**src/sv/rcfd_pkg.sv**
```systemverilog
`timescale 1ns / 1ps
`default_nettype none
// ----------------------------------------------------------------------------
// rcfd_pkg: shared types and constants of the receiver frame decoder
// Frame layout, result word layout and configuration register map.
// ----------------------------------------------------------------------------
package rcfd_pkg;

    // Bytes in one complete receiver frame
    localparam int unsigned FRAME_LEN = 18;
    localparam int unsigned CNT_W     = 5;
    localparam logic [CNT_W-1:0] CNT_MAX   = 5'd31;
    localparam logic [CNT_W-1:0] CNT_FRAME = 5'(FRAME_LEN);

    // Input command codes (travel as tuser)
    localparam logic CMD_DATA = 1'b0;
    localparam logic CMD_IDLE = 1'b1;

    // Configuration register map (index = paddr[2])
    localparam logic REG_CHANNEL_OFFSET    = 1'b0;
    localparam logic REG_STICK_ERROR_LIMIT = 1'b1;
    localparam logic [10:0] CHANNEL_OFFSET_RST    = 11'd1024;
    localparam logic [10:0] STICK_ERROR_LIMIT_RST = 11'd700;

    // Error-frame flag word: only the error bit set
    localparam logic [6:0] FLAGS_ERROR = 7'h40;

    typedef logic [FRAME_LEN-1:0][7:0] frame_t;

    // Result word, last field in the lowest bits
    typedef struct packed {
        logic [15:0]        key_new_press;
        logic [15:0]        key_bits;
        logic signed [15:0] mouse_z;
        logic signed [15:0] mouse_y;
        logic signed [15:0] mouse_x;
        logic [6:0]         flags;
        logic signed [15:0] dial_value;
        logic signed [10:0] stick_left_v;
        logic signed [10:0] stick_left_h;
        logic signed [10:0] stick_right_v;
        logic signed [10:0] stick_right_h;
    } result_t;

    localparam int unsigned RESULT_W = $bits(result_t);
    localparam int unsigned TDATA_W  = ((RESULT_W + 7) / 8) * 8;

    // Frame handed from the front end to the queue
    typedef struct packed {
        logic   push;
        frame_t frame;
    } frame_push_t;

endpackage

`default_nettype wire

```
**src/sv/rcfd_front.sv**
```systemverilog
`timescale 1ns / 1ps
`default_nettype none
// ----------------------------------------------------------------------------
// rcfd_front: byte collector
// Store incoming bytes, count them and hand a complete frame to the queue.
// ----------------------------------------------------------------------------
module rcfd_front (
    input  wire logic                 aclk,
    input  wire logic                 aresetn,
    input  wire logic                 in_accept,
    input  wire logic                 in_cmd,
    input  wire logic [7:0]           in_byte,
    output rcfd_pkg::frame_push_t     push_o
);
    import rcfd_pkg::*;

    frame_t            bytes_reg;
    logic [CNT_W-1:0]  count_reg, count_next;

    always_comb begin
        count_next = count_reg;
        if (in_accept) begin
            if (in_cmd == CMD_IDLE) begin
                count_next = '0;
            end else if (count_reg < CNT_MAX) begin
                count_next = count_reg + 1'b1;
            end
        end
    end

    always_ff @(posedge aclk) begin
        if (!aresetn) begin
            count_reg <= '0;
        end else begin
            count_reg <= count_next;
        end
    end

    // Bytes past the frame length are not kept
    always_ff @(posedge aclk) begin
        if (in_accept && in_cmd == CMD_DATA && count_reg < CNT_FRAME) begin
            bytes_reg[count_reg] <= in_byte;
        end
    end

    assign push_o = '{push:  (in_accept && in_cmd == CMD_IDLE && count_reg == CNT_FRAME),
                      frame: bytes_reg};

endmodule

`default_nettype wire

```
**src/sv/rcfd_queue.sv**
```systemverilog
`timescale 1ns / 1ps
`default_nettype none
// ----------------------------------------------------------------------------
// rcfd_queue: two-entry frame queue
// Decouple byte collection from decoding.
// ----------------------------------------------------------------------------
module rcfd_queue (
    input  wire logic                 aclk,
    input  wire logic                 aresetn,
    input  wire rcfd_pkg::frame_push_t push_i,
    input  wire logic                 pop,
    output rcfd_pkg::frame_t          head,
    output logic                      not_empty,
    output logic                      full
);
    import rcfd_pkg::*;

    frame_t      mem [2];
    logic        wptr_reg, rptr_reg;
    logic [1:0]  fill_reg;

    always_ff @(posedge aclk) begin
        if (push_i.push) begin
            mem[wptr_reg] <= push_i.frame;
        end
    end

    always_ff @(posedge aclk) begin
        if (!aresetn) begin
            wptr_reg <= 1'b0;
            rptr_reg <= 1'b0;
            fill_reg <= 2'd0;
        end else begin
            if (push_i.push) wptr_reg <= ~wptr_reg;
            if (pop)         rptr_reg <= ~rptr_reg;
            fill_reg <= fill_reg + {1'b0, push_i.push} - {1'b0, pop};
        end
    end

    assign head      = mem[rptr_reg];
    assign not_empty = fill_reg != 2'd0;
    assign full      = fill_reg == 2'd2;

endmodule

`default_nettype wire

```
**src/sv/rcfd_back.sv**
```systemverilog
`timescale 1ns / 1ps
`default_nettype none
// ----------------------------------------------------------------------------
// rcfd_back: frame unpacker
// Unpack a queued frame, check it and hold the result word for the sink.
// ----------------------------------------------------------------------------
module rcfd_back (
    input  wire logic                 aclk,
    input  wire logic                 aresetn,
    input  wire rcfd_pkg::frame_t     head,
    input  wire logic                 not_empty,
    output logic                      pop,
    input  wire logic [10:0]          channel_offset,
    input  wire logic [10:0]          stick_error_limit,
    output logic                      out_valid,
    input  wire logic                 out_ready,
    output rcfd_pkg::result_t         out_result
);
    import rcfd_pkg::*;

    logic               valid_reg;
    result_t            result_reg, result_next;
    logic [15:0]        prev_keys_reg, prev_keys_next;
    logic [3:0][10:0]   raw;
    logic [3:0][10:0]   stick;
    logic [3:0]         over;
    logic [1:0]         sw0, sw1;
    logic [15:0]        keys;
    logic               err;

    // Raw channel minus offset: range check and saturation to 11 bits
    function automatic logic [11:0] centre(input logic [10:0] r, input logic [10:0] off);
        centre = {1'b0, r} - {1'b0, off};
    endfunction

    function automatic logic stick_over(input logic [11:0] v, input logic [10:0] lim);
        logic [11:0] mag;
        mag = v[11] ? 12'(-v) : v;
        stick_over = mag > {1'b0, lim};
    endfunction

    function automatic logic [10:0] stick_sat(input logic [11:0] v);
        logic signed [11:0] sv;
        sv = $signed(v);
        if (sv > 12'sd1023) begin
            stick_sat = 11'h3FF;
        end else if (sv < -12'sd1024) begin
            stick_sat = 11'h400;
        end else begin
            stick_sat = v[10:0];
        end
    endfunction

    always_comb begin
        raw[0] = {head[1][2:0], head[0]};
        raw[1] = {head[2][5:0], head[1][7:3]};
        raw[2] = {head[4][0], head[3], head[2][7:6]};
        raw[3] = {head[5][3:0], head[4][7:1]};
        for (int i = 0; i < 4; i++) begin
            stick[i] = stick_sat(centre(raw[i], channel_offset));
            over[i]  = stick_over(centre(raw[i], channel_offset), stick_error_limit);
        end
        sw0  = head[5][5:4];
        sw1  = head[5][7:6];
        keys = {head[15], head[14]};
        err  = (|over) || sw0 == 2'd0 || sw1 == 2'd0;

        result_next = '0;
        prev_keys_next = '0;
        if (err) begin
            result_next.flags = FLAGS_ERROR;
        end else begin
            result_next.stick_right_h = stick[0];
            result_next.stick_right_v = stick[1];
            result_next.stick_left_h  = stick[2];
            result_next.stick_left_v  = stick[3];
            result_next.dial_value    = {head[17], head[16]} - {5'd0, channel_offset};
            result_next.flags         = {1'b0, |head[13], |head[12], sw1, sw0};
            result_next.mouse_x       = 16'(-{head[9], head[8]});
            result_next.mouse_y       = 16'(-{head[7], head[6]});
            result_next.mouse_z       = {head[11], head[10]};
            result_next.key_bits      = keys;
            result_next.key_new_press = keys & ~prev_keys_reg;
            prev_keys_next            = keys;
        end
    end

    // Load a new word when a frame is queued and the output slot is free or being emptied
    assign pop = not_empty && (!valid_reg || out_ready);

    always_ff @(posedge aclk) begin
        if (!aresetn) begin
            valid_reg     <= 1'b0;
            prev_keys_reg <= '0;
        end else begin
            if (pop) begin
                valid_reg     <= 1'b1;
                prev_keys_reg <= prev_keys_next;
            end else if (out_ready) begin
                valid_reg <= 1'b0;
            end
        end
    end

    always_ff @(posedge aclk) begin
        if (pop) begin
            result_reg <= result_next;
        end
    end

    assign out_valid  = valid_reg;
    assign out_result = result_reg;

    a_error_zeroes: assert property (@(posedge aclk) disable iff (!aresetn)
        valid_reg && result_reg.flags[6] |->
            result_reg.key_bits == '0 && result_reg.key_new_press == '0 &&
            result_reg.mouse_x == '0 && result_reg.dial_value == '0)
        else $error("error frame carries data");

    a_new_press_subset: assert property (@(posedge aclk) disable iff (!aresetn)
        valid_reg |-> (result_reg.key_new_press & ~result_reg.key_bits) == '0)
        else $error("new key press not among held keys");

    a_error_clears_keys: assert property (@(posedge aclk) disable iff (!aresetn)
        pop && err |=> prev_keys_reg == '0)
        else $error("previous keys kept after error frame");

endmodule

`default_nettype wire

```
**src/sv/rc_receiver_frame_decoder.sv**
```systemverilog
`timescale 1ns / 1ps
`default_nettype none
// ----------------------------------------------------------------------------
// rc_receiver_frame_decoder: remote-control receiver frame decoder
// Collect receiver bytes, decode an 18-byte frame on line idle, emit one word.
// ----------------------------------------------------------------------------
// Result path: the idle marker that closes a full frame writes it into the
//   queue; it is decoded into the output register once the output slot is
//   free or being emptied, and m_tvalid is that register's valid bit.
// Throughput: one input word per cycle, set by the byte store and the
//   two-entry frame queue; a stalled sink backs up into s_tready only once
//   the queue and the output register are full.
// Reset: aresetn clears byte count, previous keys, queue and valid; the
//   registers return to offset 1024 and limit 700.
module rc_receiver_frame_decoder (
    input  wire logic                           aclk,
    input  wire logic                           aresetn,
    // input stream
    input  wire logic                           s_tvalid,
    output logic                                s_tready,
    input  wire logic [7:0]                     s_tdata,   // [7:0] rx_byte
    input  wire logic [0:0]                     s_tuser,   // [0] cmd
    // result stream
    output logic                                m_tvalid,
    input  wire logic                           m_tready,
    // [10:0] stick_right_h, [21:11] stick_right_v, [32:22] stick_left_h,
    // [43:33] stick_left_v, [59:44] dial_value, [66:60] flags,
    // [82:67] mouse_x, [98:83] mouse_y, [114:99] mouse_z,
    // [130:115] key_bits, [146:131] key_new_press, [151:147] zero
    output logic [rcfd_pkg::TDATA_W-1:0]        m_tdata,
    // configuration port
    input  wire logic                           psel,
    input  wire logic                           penable,
    input  wire logic                           pwrite,
    input  wire logic [2:0]                     paddr,
    input  wire logic [31:0]                    pwdata,
    output logic [31:0]                         prdata,
    output logic                                pready
);
    import rcfd_pkg::*;

    logic          in_accept;
    frame_push_t   push;
    frame_t        head;
    logic          q_not_empty, q_full, q_pop;
    result_t       result;
    logic [10:0]   channel_offset_reg, stick_error_limit_reg;
    logic          cfg_write;

    // Hold off input only while the queue has no free entry
    assign s_tready  = !q_full;
    assign in_accept = s_tvalid && s_tready;

    // Registers: written in the access phase, no wait states
    assign pready    = 1'b1;
    assign cfg_write = psel && penable && pwrite && pready;

    always_ff @(posedge aclk) begin
        if (!aresetn) begin
            channel_offset_reg    <= CHANNEL_OFFSET_RST;
            stick_error_limit_reg <= STICK_ERROR_LIMIT_RST;
        end else if (cfg_write) begin
            case (paddr[2])
                REG_CHANNEL_OFFSET:    channel_offset_reg    <= pwdata[10:0];
                REG_STICK_ERROR_LIMIT: stick_error_limit_reg <= pwdata[10:0];
                default: ;
            endcase
        end
    end

    always_comb begin
        case (paddr[2])
            REG_CHANNEL_OFFSET:    prdata = {21'd0, channel_offset_reg};
            REG_STICK_ERROR_LIMIT: prdata = {21'd0, stick_error_limit_reg};
            default:               prdata = '0;
        endcase
    end

    // Front end: store bytes, push complete frames
    rcfd_front u_front (
        .aclk      (aclk),
        .aresetn   (aresetn),
        .in_accept (in_accept),
        .in_cmd    (s_tuser[0]),
        .in_byte   (s_tdata),
        .push_o    (push)
    );

    // Queue between collection and decoding
    rcfd_queue u_queue (
        .aclk      (aclk),
        .aresetn   (aresetn),
        .push_i    (push),
        .pop       (q_pop),
        .head      (head),
        .not_empty (q_not_empty),
        .full      (q_full)
    );

    // Back end: decode and hold the result word
    rcfd_back u_back (
        .aclk              (aclk),
        .aresetn           (aresetn),
        .head              (head),
        .not_empty         (q_not_empty),
        .pop               (q_pop),
        .channel_offset    (channel_offset_reg),
        .stick_error_limit (stick_error_limit_reg),
        .out_valid         (m_tvalid),
        .out_ready         (m_tready),
        .out_result        (result)
    );

    // Pad the result word to whole bytes
    assign m_tdata = {{(TDATA_W - RESULT_W){1'b0}}, result};

endmodule

`default_nettype wire

```
**config.mk**
```make
export PLATFORM = sky130hd
export DESIGN_NAME = rc_receiver_frame_decoder
export DESIGN_NICKNAME = d
export VERILOG_FILES = /design/src/sv/rcfd_pkg.sv /design/src/sv/rcfd_front.sv /design/src/sv/rcfd_queue.sv /design/src/sv/rcfd_back.sv /design/src/sv/rc_receiver_frame_decoder.sv
export SDC_FILE = /design/constraint.sdc
export NUM_CORES = 1
export LEC_CHECK = 0
export BUFFER_PORTS_ARGS = -buffer_cell sky130_fd_sc_hd__buf_2
export CAP_MARGIN = 5
export CORE_MARGIN = 10
export CORE_UTILIZATION = 60
export DETAILED_ROUTE_END_ITERATION = 16
export PLACE_DENSITY = 0.8
export SYNTH_ARGS = -nofsm -noshare
export SYNTH_HDL_FRONTEND = slang
export SYNTH_SLANG_ARGS = --single-unit
```
**constraint.sdc**
```tcl
create_clock -name aclk -period 20.2 [get_ports aclk]
set_clock_uncertainty 0.15 [all_clocks]
set_input_delay 1.01 -clock aclk [delete_from_list [all_inputs] [get_ports aclk]]
set_output_delay 1.01 -clock aclk [all_outputs]
set_load 0.02 [all_outputs]
```
=== Word level (Yosys, flattened, before mapping) ===
Memory sizes are Yosys's and may differ from the RTL's. A register that Yosys moved wholly into a read port is not among the register bits.
Cells that the tools add are included.

* Memories kept: 1
* Logic and storage cells: 136
* Bits in read-only memories: 0
* Bits of input ports: 51
* Bits in writable memories: 288
* Register bits after elaboration: 339
* Bits in latches: 0
* Output and inout port bits: 187

{| class="wikitable"
|+ Memory list
! name !! words !! bits a word !! rd ports !! clocked after Yosys merged registers in !! write ports !! line !! source
|-
| u_queue.mem || 2 || 144 || 1 || 1 || 1 || rcfd_queue.sv:18 || <nowiki>frame_t mem [2];</nowiki>
|}

* $mul: 0
* $add $sub $neg: 14
* Shift operators: 0
* Equal/unequal tests: 2
* Div/mod/pow operators: 0
* Mux-type cells: 26
* Reductions and logical operators: 29
* $lt $le $gt $ge: 16
* Bitwise logic cells: 6

{| class="wikitable"
|+ Operators with widths
! kind !! number
|-
| $bwmux W144 || 1
|-
| $pmux W32 S2 || 1
|-
| $gt A12 B11 Y1 || 4
|-
| $gt A12 B11 Y1 const B || 4
|-
| $lt A12 B11 Y1 const B || 4
|-
| $mux W12 || 4
|-
| $neg A12 Y12 || 4
|-
| $sub A11 B11 Y12 || 4
|-
| $mux W11 || 4
|-
| $demux W8 S5 || 1
|-
| $mux W10 || 4
|-
| $neg A16 Y16 || 2
|-
| $and A16 B16 Y16 || 1
|-
| $mux W16 || 1
|-
| $not A16 Y16 || 1
|-
| $reduce_or A8 Y1 || 2
|-
| $sub A16 B11 Y16 || 1
|-
| $lt A5 B5 Y1 const B || 2
|-
| $mux W5 || 2
|-
| $logic_and A1 B1 Y1 || 9
|-
| $mux W8 || 1
|-
| $reduce_or A2 Y1 || 4
|-
| $mux W7 || 1
|-
| $lt A5 B6 Y1 const B || 1
|-
| 14 further kinds || 30
|}

=== Longest topological paths before layout ===
Gate-level depths: netlist of run 1.

* Depth after elaboration: 8
* Mapped depth: 31
* Depth with buffers taken out: 23

=== Cells and area by module ===
Synthesis of run 1 repeated with hierarchy kept, for this count alone.

* Cells, all modules: 1969
* Area, all modules: 28090.7 um2

{| class="wikitable"
|+ Modules (own cells, without submodules)
! module !! instances !! area each (um2) !! cells each !! seq. area each (um2)
|-
| rcfd_back || 1 || 11174.5 || 1160 || 4754.6
|-
| rcfd_queue || 1 || 10852.9 || 469 || 8748.4
|-
| rcfd_front || 1 || 4799.6 || 204 || 4424.2
|-
| rc_receiver_frame_decoder || 1 || 1263.7 || 136 || 440.4
|}

=== Least setup slack after synthesis of run 1 ===
No wires, ideal clock.

* Kind: input-to-reg
* From: input port s_tvalid
* To: memory u_queue.mem[0][0] (netlist bit), enable pin
* Setup time: 0.667 ns
* Stages on the path: 3
* Buffers on the path: 0
* Arrival: 7.963 ns
* Data required time: 19.383 ns
* Setup slack: 11.420 ns
* Path through: nand3_1 nor4_1 nor2b_1

{| class="wikitable"
|+ RTL lines
! element !! line !! source
|-
| from (decl) || rc_receiver_frame_decoder.sv:19 || <nowiki>input wire logic s_tvalid,</nowiki>
|-
| to (decl) || rcfd_queue.sv:18 ||
|}

==> results.cfg, run 1 <==
[outcome]
status = finished, final reports clean

[grt]
grt_overflow = 0
grt_max_degree = 102
grt_pass1_vias = 16600
grt_pass1_wl_um = 92900
track_usage_pct = 22.0
antenna_found_initial = 1

[clock_tree]
cts_buffer_depth = 3
post_cts_buffers = 0
ctsHtreeMaxLevel = 2
root_buffer = clkbuf_16
cts_tree = done
cts.sinks = 628
ctsResizeCount = 0
clk_latency_ps = 660
cts_made_buffers = 60
clkTransAtPathRegs_ps = 70
hold_buffers = 0

[power]
comb_power_share_pct = 27.8
internal_power_w = 0.00264
vdd_drop_max_v = 0.000107
pwr-share-seq_pct = 42.6
power-per-cell-area_nw_per_um2 = 126
pwr-share-clk_pct = 29.6
leakagePower_nw = 10.9
swShare_pct = 32.4
p_sw_w = 0.00127

[critical_path]
critPathMostFrequentCell = buf_4
r2r_setup_slack_ps = 12440
end_kind = flip-flop
crit_chain = buf_4, mux2_2, ha_1, o21ai_0, a2bb2oi_1, a31oi_1, o21bai_1, a21o_1, a21oi_2, o31ai_1, xnor2_1, ha_1, and4_1, nand3_1, a21oi_1, or3_1, o21ai_0, nand4_1, nor3_1, o211ai_1, buf_4, buf_4, o41ai_1
worst-path-buf-inv = 3
worstSetupPathType = flip-flop to flip-flop
worstSetupStartpointType = flip-flop
arrival_ps = 8120
worstPathRequired_ps = 20570
reg2reg_to = u_back.prev_keys_reg[14]$_SDFFE_PN0P_
worstRegToRegCells = 23
cpMaxStageDelayCell = dfxtp_4
path_depth = 23
path_delay_family = compound AO/OA/AOI/OAI gates
path_max_fanout = 101
critPathMaxStageDelay_ps = 940
endpoint = u_back.prev_keys_reg[14]$_SDFFE_PN0P_

[sta]
maxSlewHeadroom_pct = 22.6
clock.fmax_ghz = 0.129
setup_slack_ps = 12440
post-route-period-util_pct = 38.4
finalHoldViolations = 0
whs_ps = 260
rsz0062_at_grt = false
setup_tns_ps = 0
tightest_slew_ps = 1160
maxSlewViolCount = 0
setup_violations = 0
fin_crit_ps = 7760

[floorplan]
die_area_um2 = 54700
ios = 238
chipWidth_um = 234
initial_core_util_pct = 60.7
core_area_um2 = 45300
placementRows = 78
die_y_um = 234

[yosys]
synth_edf_count = 579
avgSynthCellArea_um2 = 13.8
async_flop_share_pct = 0
syn_area_um2 = 27500
synth_top_area_cell = edfxtp_1
synth_area_leaders = edfxtp_1, ha_1, dfxtp_1, nor2_1, mux2i_1
ys.flop_type = edfxtp_1
ys_warn_count = 0
synth_cell_types = 68
yosys.area.top_type_share_pct = 63.3
synth-seq-area-share_pct = 66.9
yosys_register_bits = 628
syn_inst = 1988

[final_layout]
post_route_cells_drive_above_1_share_pct = 16.7
seqCellArea_um2 = 18400
layout.cells.most_common_list = edfxtp_1, nor2_1, buf_2
largest_reg_flops = 288
largest_register = u_queue.mem
final_common_cell = edfxtp_1
fillers = 3059
final_nets = 2351
multi_input_area_um2 = 8470
area_growth_pct = 12.6

[routing]
dr_total_vias = 16600
wl_per_cell_um = 21.5
dr.pass1.iters = 6
drtIter0Drc = 1603
viasPerCell = 5.85
drc_errors = 0
routed_wl_um = 60900
antenna_left = 0

[place]
place.gp.congestion = 0.908
preCtsSetupSlack_ps = 12520
io_buffer_count = 187
place_hpwl_um = 40100

[hold_path]
worstHoldStart = u_front.push_o[9]$_DFFE_PP_
worstHoldPathCells = 0
min_path_type = flip-flop to flip-flop

[job]
maxCapViolCount = 0
-- cell families after synthesis --
family                   after synthesis  share of synthesized area [%]
multiplexers                         116                           4.46
adder cells (fa/ha/maj)              145                           6.48
AO/OA/AOI/OAI                        283                           6.61
buffers and inverters                149                           2.69
flip-flops                           628                           66.9
XOR/XNOR                             111                           3.54
AND/OR/NAND/NOR                      554                           9.35
other                                  2                         0.0273
-- power by group through the flow --
stage               registers [W]  logic [W]  clock network [W]
floorplan                 0.00187   0.000600                  0
global placement          0.00169    0.00105                  0
detailed placement        0.00169    0.00108                  0
CTS                       0.00167    0.00109            0.00117
global route              0.00168    0.00119            0.00122
finish                    0.00166    0.00109            0.00116
-- stage by stage --
| step | instance area, um^2 | util [%] | instances | total power, W |
|---|---|---|---|---|
| after floorplan | 27600 | - | 2013 | 0.00247 |
| after global placement | 28900 | 63.7 | 2722 | 0.00274 |
| after detailed placement | 28900 | 63.7 | 2722 | 0.00277 |
| after CTS | 30900 | 68.3 | 2836 | 0.00393 |
| after global routing | 30900 | 68.3 | 2836 | 0.00409 |
| final | 30900 | 68.3 | 2838 | 0.00391 |
-- Yosys cell counts (15+ instances only) --
library cell and number:
xnor2_1 69, mux2i_1 65, dfxtp_1 49, maj3_1 29, mux2_2 51, nor3_1 41
inv_1 57, clkbuf_1 35, nand2b_1 31, o21ai_0 80, xor2_1 42, nor2b_1 15
buf_4 28, a21oi_1 77, ha_1 111, nor2_1 225, edfxtp_1 579, nand3_1 36
nand2_1 119, o41ai_1 16
-- worst min path at each step --
stage                                   endpoint  slack, ps
floorplan            u_queue.mem[0][0]$_DFFE_PP_        270
global placement     u_queue.mem[1][5]$_DFFE_PP_        270
detailed placement  u_queue.mem[0][38]$_DFFE_PP_        280
CTS                  u_queue.mem[0][9]$_DFFE_PP_        260
global route        u_queue.mem[1][80]$_DFFE_PP_        270
finish               u_queue.mem[0][9]$_DFFE_PP_        260
-- routing by layer --
metal	share of wire, %	up-vias	global-route usage, %
li1	-	7730	-
met1	41	8169	28.1
met2	49	602	37.0
met3	7.3	105	4.16
met4	2.6	2	8.06
met5	0.020	-	0
-- worst reg2reg max path: cells and delay by family, from the launching register on --
family | cells | cell delay [ps]
simple gates | 5 | 1020
flops | 1 | 940
fa+ha+maj | 2 | 650
xor+xnor | 1 | 300
buf+inv | 3 | 1480
mux | 1 | 470
compound gates | 11 | 2660
-- cell type report --
class                           count  share of cell area (%)
Clock inverter                     48                    1.82
Clock buffer                       66                    4.92
Timing Repair Buffer              201                    3.36
Antenna cell                        2                  0.0162
Multi-Input combinational cell   1236                    27.4
Tap cell                          600                    2.43
Sequential cell                   628                    59.4
Inverter                           57                   0.708
Power figures use the tool's default switching activity.
==> run 2: changes to the inputs <==
Settings changed: CORE_UTILIZATION 60 to 54, PLACE_DENSITY 0.8 to 0.76.
Clock period 20.2 ns to 6.5 ns, I/O delays scaled along.
==> run 2 against run 1 <==
Effect of this change: cell count rose by 3.3%; global-route usage decreased by 1.8 points; utilization fell by 6.3 points; power grew to 3.1 times the previous value; combinational power rose to 3.2 times the previous value; register-to-register slack worse by 12000 ps; setup slack worse by 12000 ps; clock-buffer cell count grew 7; non-clock buffer count grew 27; critical path type unchanged; critical endpoint is now u_back.prev_keys_reg[4]$_SDFFE_PN0P_; largest cell class unchanged; largest power group unchanged.
==> results.cfg, run 2 (synthesis gave the netlist of run 1 again) <==
[outcome]
status = finished, final reports clean

[floorplan]
die_y_um = 246
ios = 238
core_area_um2 = 50300
die_area_um2 = 60300
chipWidth_um = 246
placementRows = 82
initial_core_util_pct = 54.6

[job]
maxCapViolCount = 0

[final_layout]
fillers = 3762
stdcell_area_um2 = 31200
seqCellArea_um2 = 18400
layout.cells.most_common_list = edfxtp_1, nor2_1, buf_2
post_route_cells_drive_above_1_share_pct = 16.6
largest_register = u_queue.mem
multi_input_area_um2 = 8490
area_growth_pct = 13.5
final_nets = 2378
final_common_cell = edfxtp_1
largest_reg_flops = 288

[sta]
setup_tns_ps = 0
tightest_slew_ps = 1210
finalHoldViolations = 0
setup_violations = 0
clock.fmax_ghz = 0.164
fin_crit_ps = 6090
rsz0062_at_grt = false
maxSlewHeadroom_pct = 19.0
maxSlewViolCount = 0
post-route-period-util_pct = 93.6

[clock_tree]
clkTransAtPathRegs_ps = 60
cts.sinks = 628
cts_made_buffers = 60
clk_latency_ps = 650
cts_buffer_depth = 3
cts_tree = done
ctsHtreeMaxLevel = 2
root_buffer = clkbuf_16

[grt]
antenna_found_initial = 5
grt_pass1_vias = 16700
track_usage_pct = 20.2
grt_pass1_wl_um = 94300
grt_overflow = 0
grt_max_degree = 146

[routing]
antenna_left = 0
drtIter0Drc = 1495
dr.pass1.iters = 5
viasPerCell = 5.71
wl_per_cell_um = 21.5
routed_wl_um = 63100
dr_total_vias = 16800
drc_errors = 0

[critical_path]
cpMaxStageDelayCell = dfxtp_4
worstPathRequired_ps = 6880
critPathMostFrequentCell = o21ai_0
worstSetupStartpointType = flip-flop
end_kind = flip-flop
arrival_ps = 6460
critPathMaxStageDelay_ps = 520
worstSetupPathType = flip-flop to flip-flop
path_max_fanout = 145
reg2reg_to = u_back.prev_keys_reg[4]$_SDFFE_PN0P_
r2r_setup_slack_ps = 410
worstRegToRegCells = 22
crit_chain = buf_4, mux2_2, ha_1, inv_1, o21ai_0, o21ai_0, xnor2_1, nor4bb_1, nand2_1, nand2_1, xor2_1, ha_1, and4_1, nand3_1, a21oi_1, or3_1, o21ai_0, nand4_1, nor3_1, o211ai_1, buf_12, o41ai_1

[power]
leakagePower_nw = 11.0
vdd_drop_max_v = 0.000266
power-per-cell-area_nw_per_um2 = 386

[hold_path]
worstHoldStart = s_tdata[6]
min_path_type = primary input to flip-flop
min_to = u_front.push_o[86]$_DFFE_PP_
worstHoldPathCells = 1

[place]
place_hpwl_um = 41600
io_buffer_count = 187
post_dp_cell_area_um2 = 29100
place.gp.congestion = 0.895
==> run 2: cell count changes in the layout (fill, tap and decap cells not counted), sizes merged <==
| cell | delta |
|---|---|
| buf | +12 |
| bufinv | -4 |
| clkbuf | +7 |
| clkinvlp | -2 |
| diode | -1 |
| dlygate4sd3 | +15 |
| inv | -4 |
==> run 2: final cells by class <==
| class | instances | share of cell area, % |
|---|---|---|
| timing repair buffer | 228 | 4.21 |
| multi-input combinational | 1236 | 27.2 |
| antenna | 1 | 0.00802 |
| clock buffer | 73 | 5.03 |
| sequential | 628 | 58.9 |
| clock inverter | 38 | 1.24 |
| inverter | 57 | 0.702 |
| tap | 672 | 2.70 |
==> run 2: through the flow <==
stage | utilization [%] | cells | hold slack, ps | power (W) | setup WS [ps]
finish | 62.0 | 2933 | 112 | 0.0120 | 413
floorplan | - | 2013 | 271 | 0.00768 | 7.87
CTS | 62.0 | 2931 | 90.7 | 0.0121 | 283
global route | 62.0 | 2932 | 96.0 | 0.0126 | 9.57
detailed placement | 57.8 | 2805 | 279 | 0.00868 | 308
global placement | 57.8 | 2805 | 271 | 0.00860 | 482
==> run 2: report_power, final <==
part	switching (W)	internal, W
sequential	0.000151	0.00499
clock	0.00149	0.00193
combinational	0.00229	0.00119
==> run 2: worst max-delay path by stage <==
stage                    from                               endpoint  cells past startpoint
floorplan           flip-flop  u_back.prev_keys_reg[12]$_SDFFE_PN0P_                     29
global placement    flip-flop   u_back.prev_keys_reg[4]$_SDFFE_PN0P_                     22
detailed placement  flip-flop   u_back.prev_keys_reg[4]$_SDFFE_PN0P_                     21
CTS                 flip-flop   u_back.prev_keys_reg[4]$_SDFFE_PN0P_                     21
global route        flip-flop   u_back.prev_keys_reg[4]$_SDFFE_PN0P_                     22
finish              flip-flop   u_back.prev_keys_reg[4]$_SDFFE_PN0P_                     22
==> run 2: worst max-delay path: cells and delay by family (launching register included) <==
kind | cells | cell delay (ps)
multiplexers | 1 | 390
AND/OR/NAND/NOR | 8 | 1670
adder cells (fa/ha/maj) | 2 | 590
XOR/XNOR | 2 | 630
flip-flops | 1 | 520
buffers and inverters | 3 | 720
AO/OA/AOI/OAI | 6 | 1180
==> run 2: per-layer routing <==
layer / global-route usage (%) / routed length, um / share of wire [%] / vias to the layer above
met5: 0 / 23 / 0.036 / -
met4: 7.53 / 2010 / 3.2 / 4
met3: 3.63 / 4320 / 6.8 / 137
met2: 34.6 / 31100 / 49 / 611
met1: 25.4 / 25600 / 41 / 8205
li1: - / - / - / 7793
==> run 2: timing repair <==
item / in CTS / in global routing
resized for setup: 0 / 3
endpoints found under the hold margin: 28 / 0
hold buffers: 15 / 0
endpoints found under the setup margin: 0 / 143
buffers inserted: 0 / 1
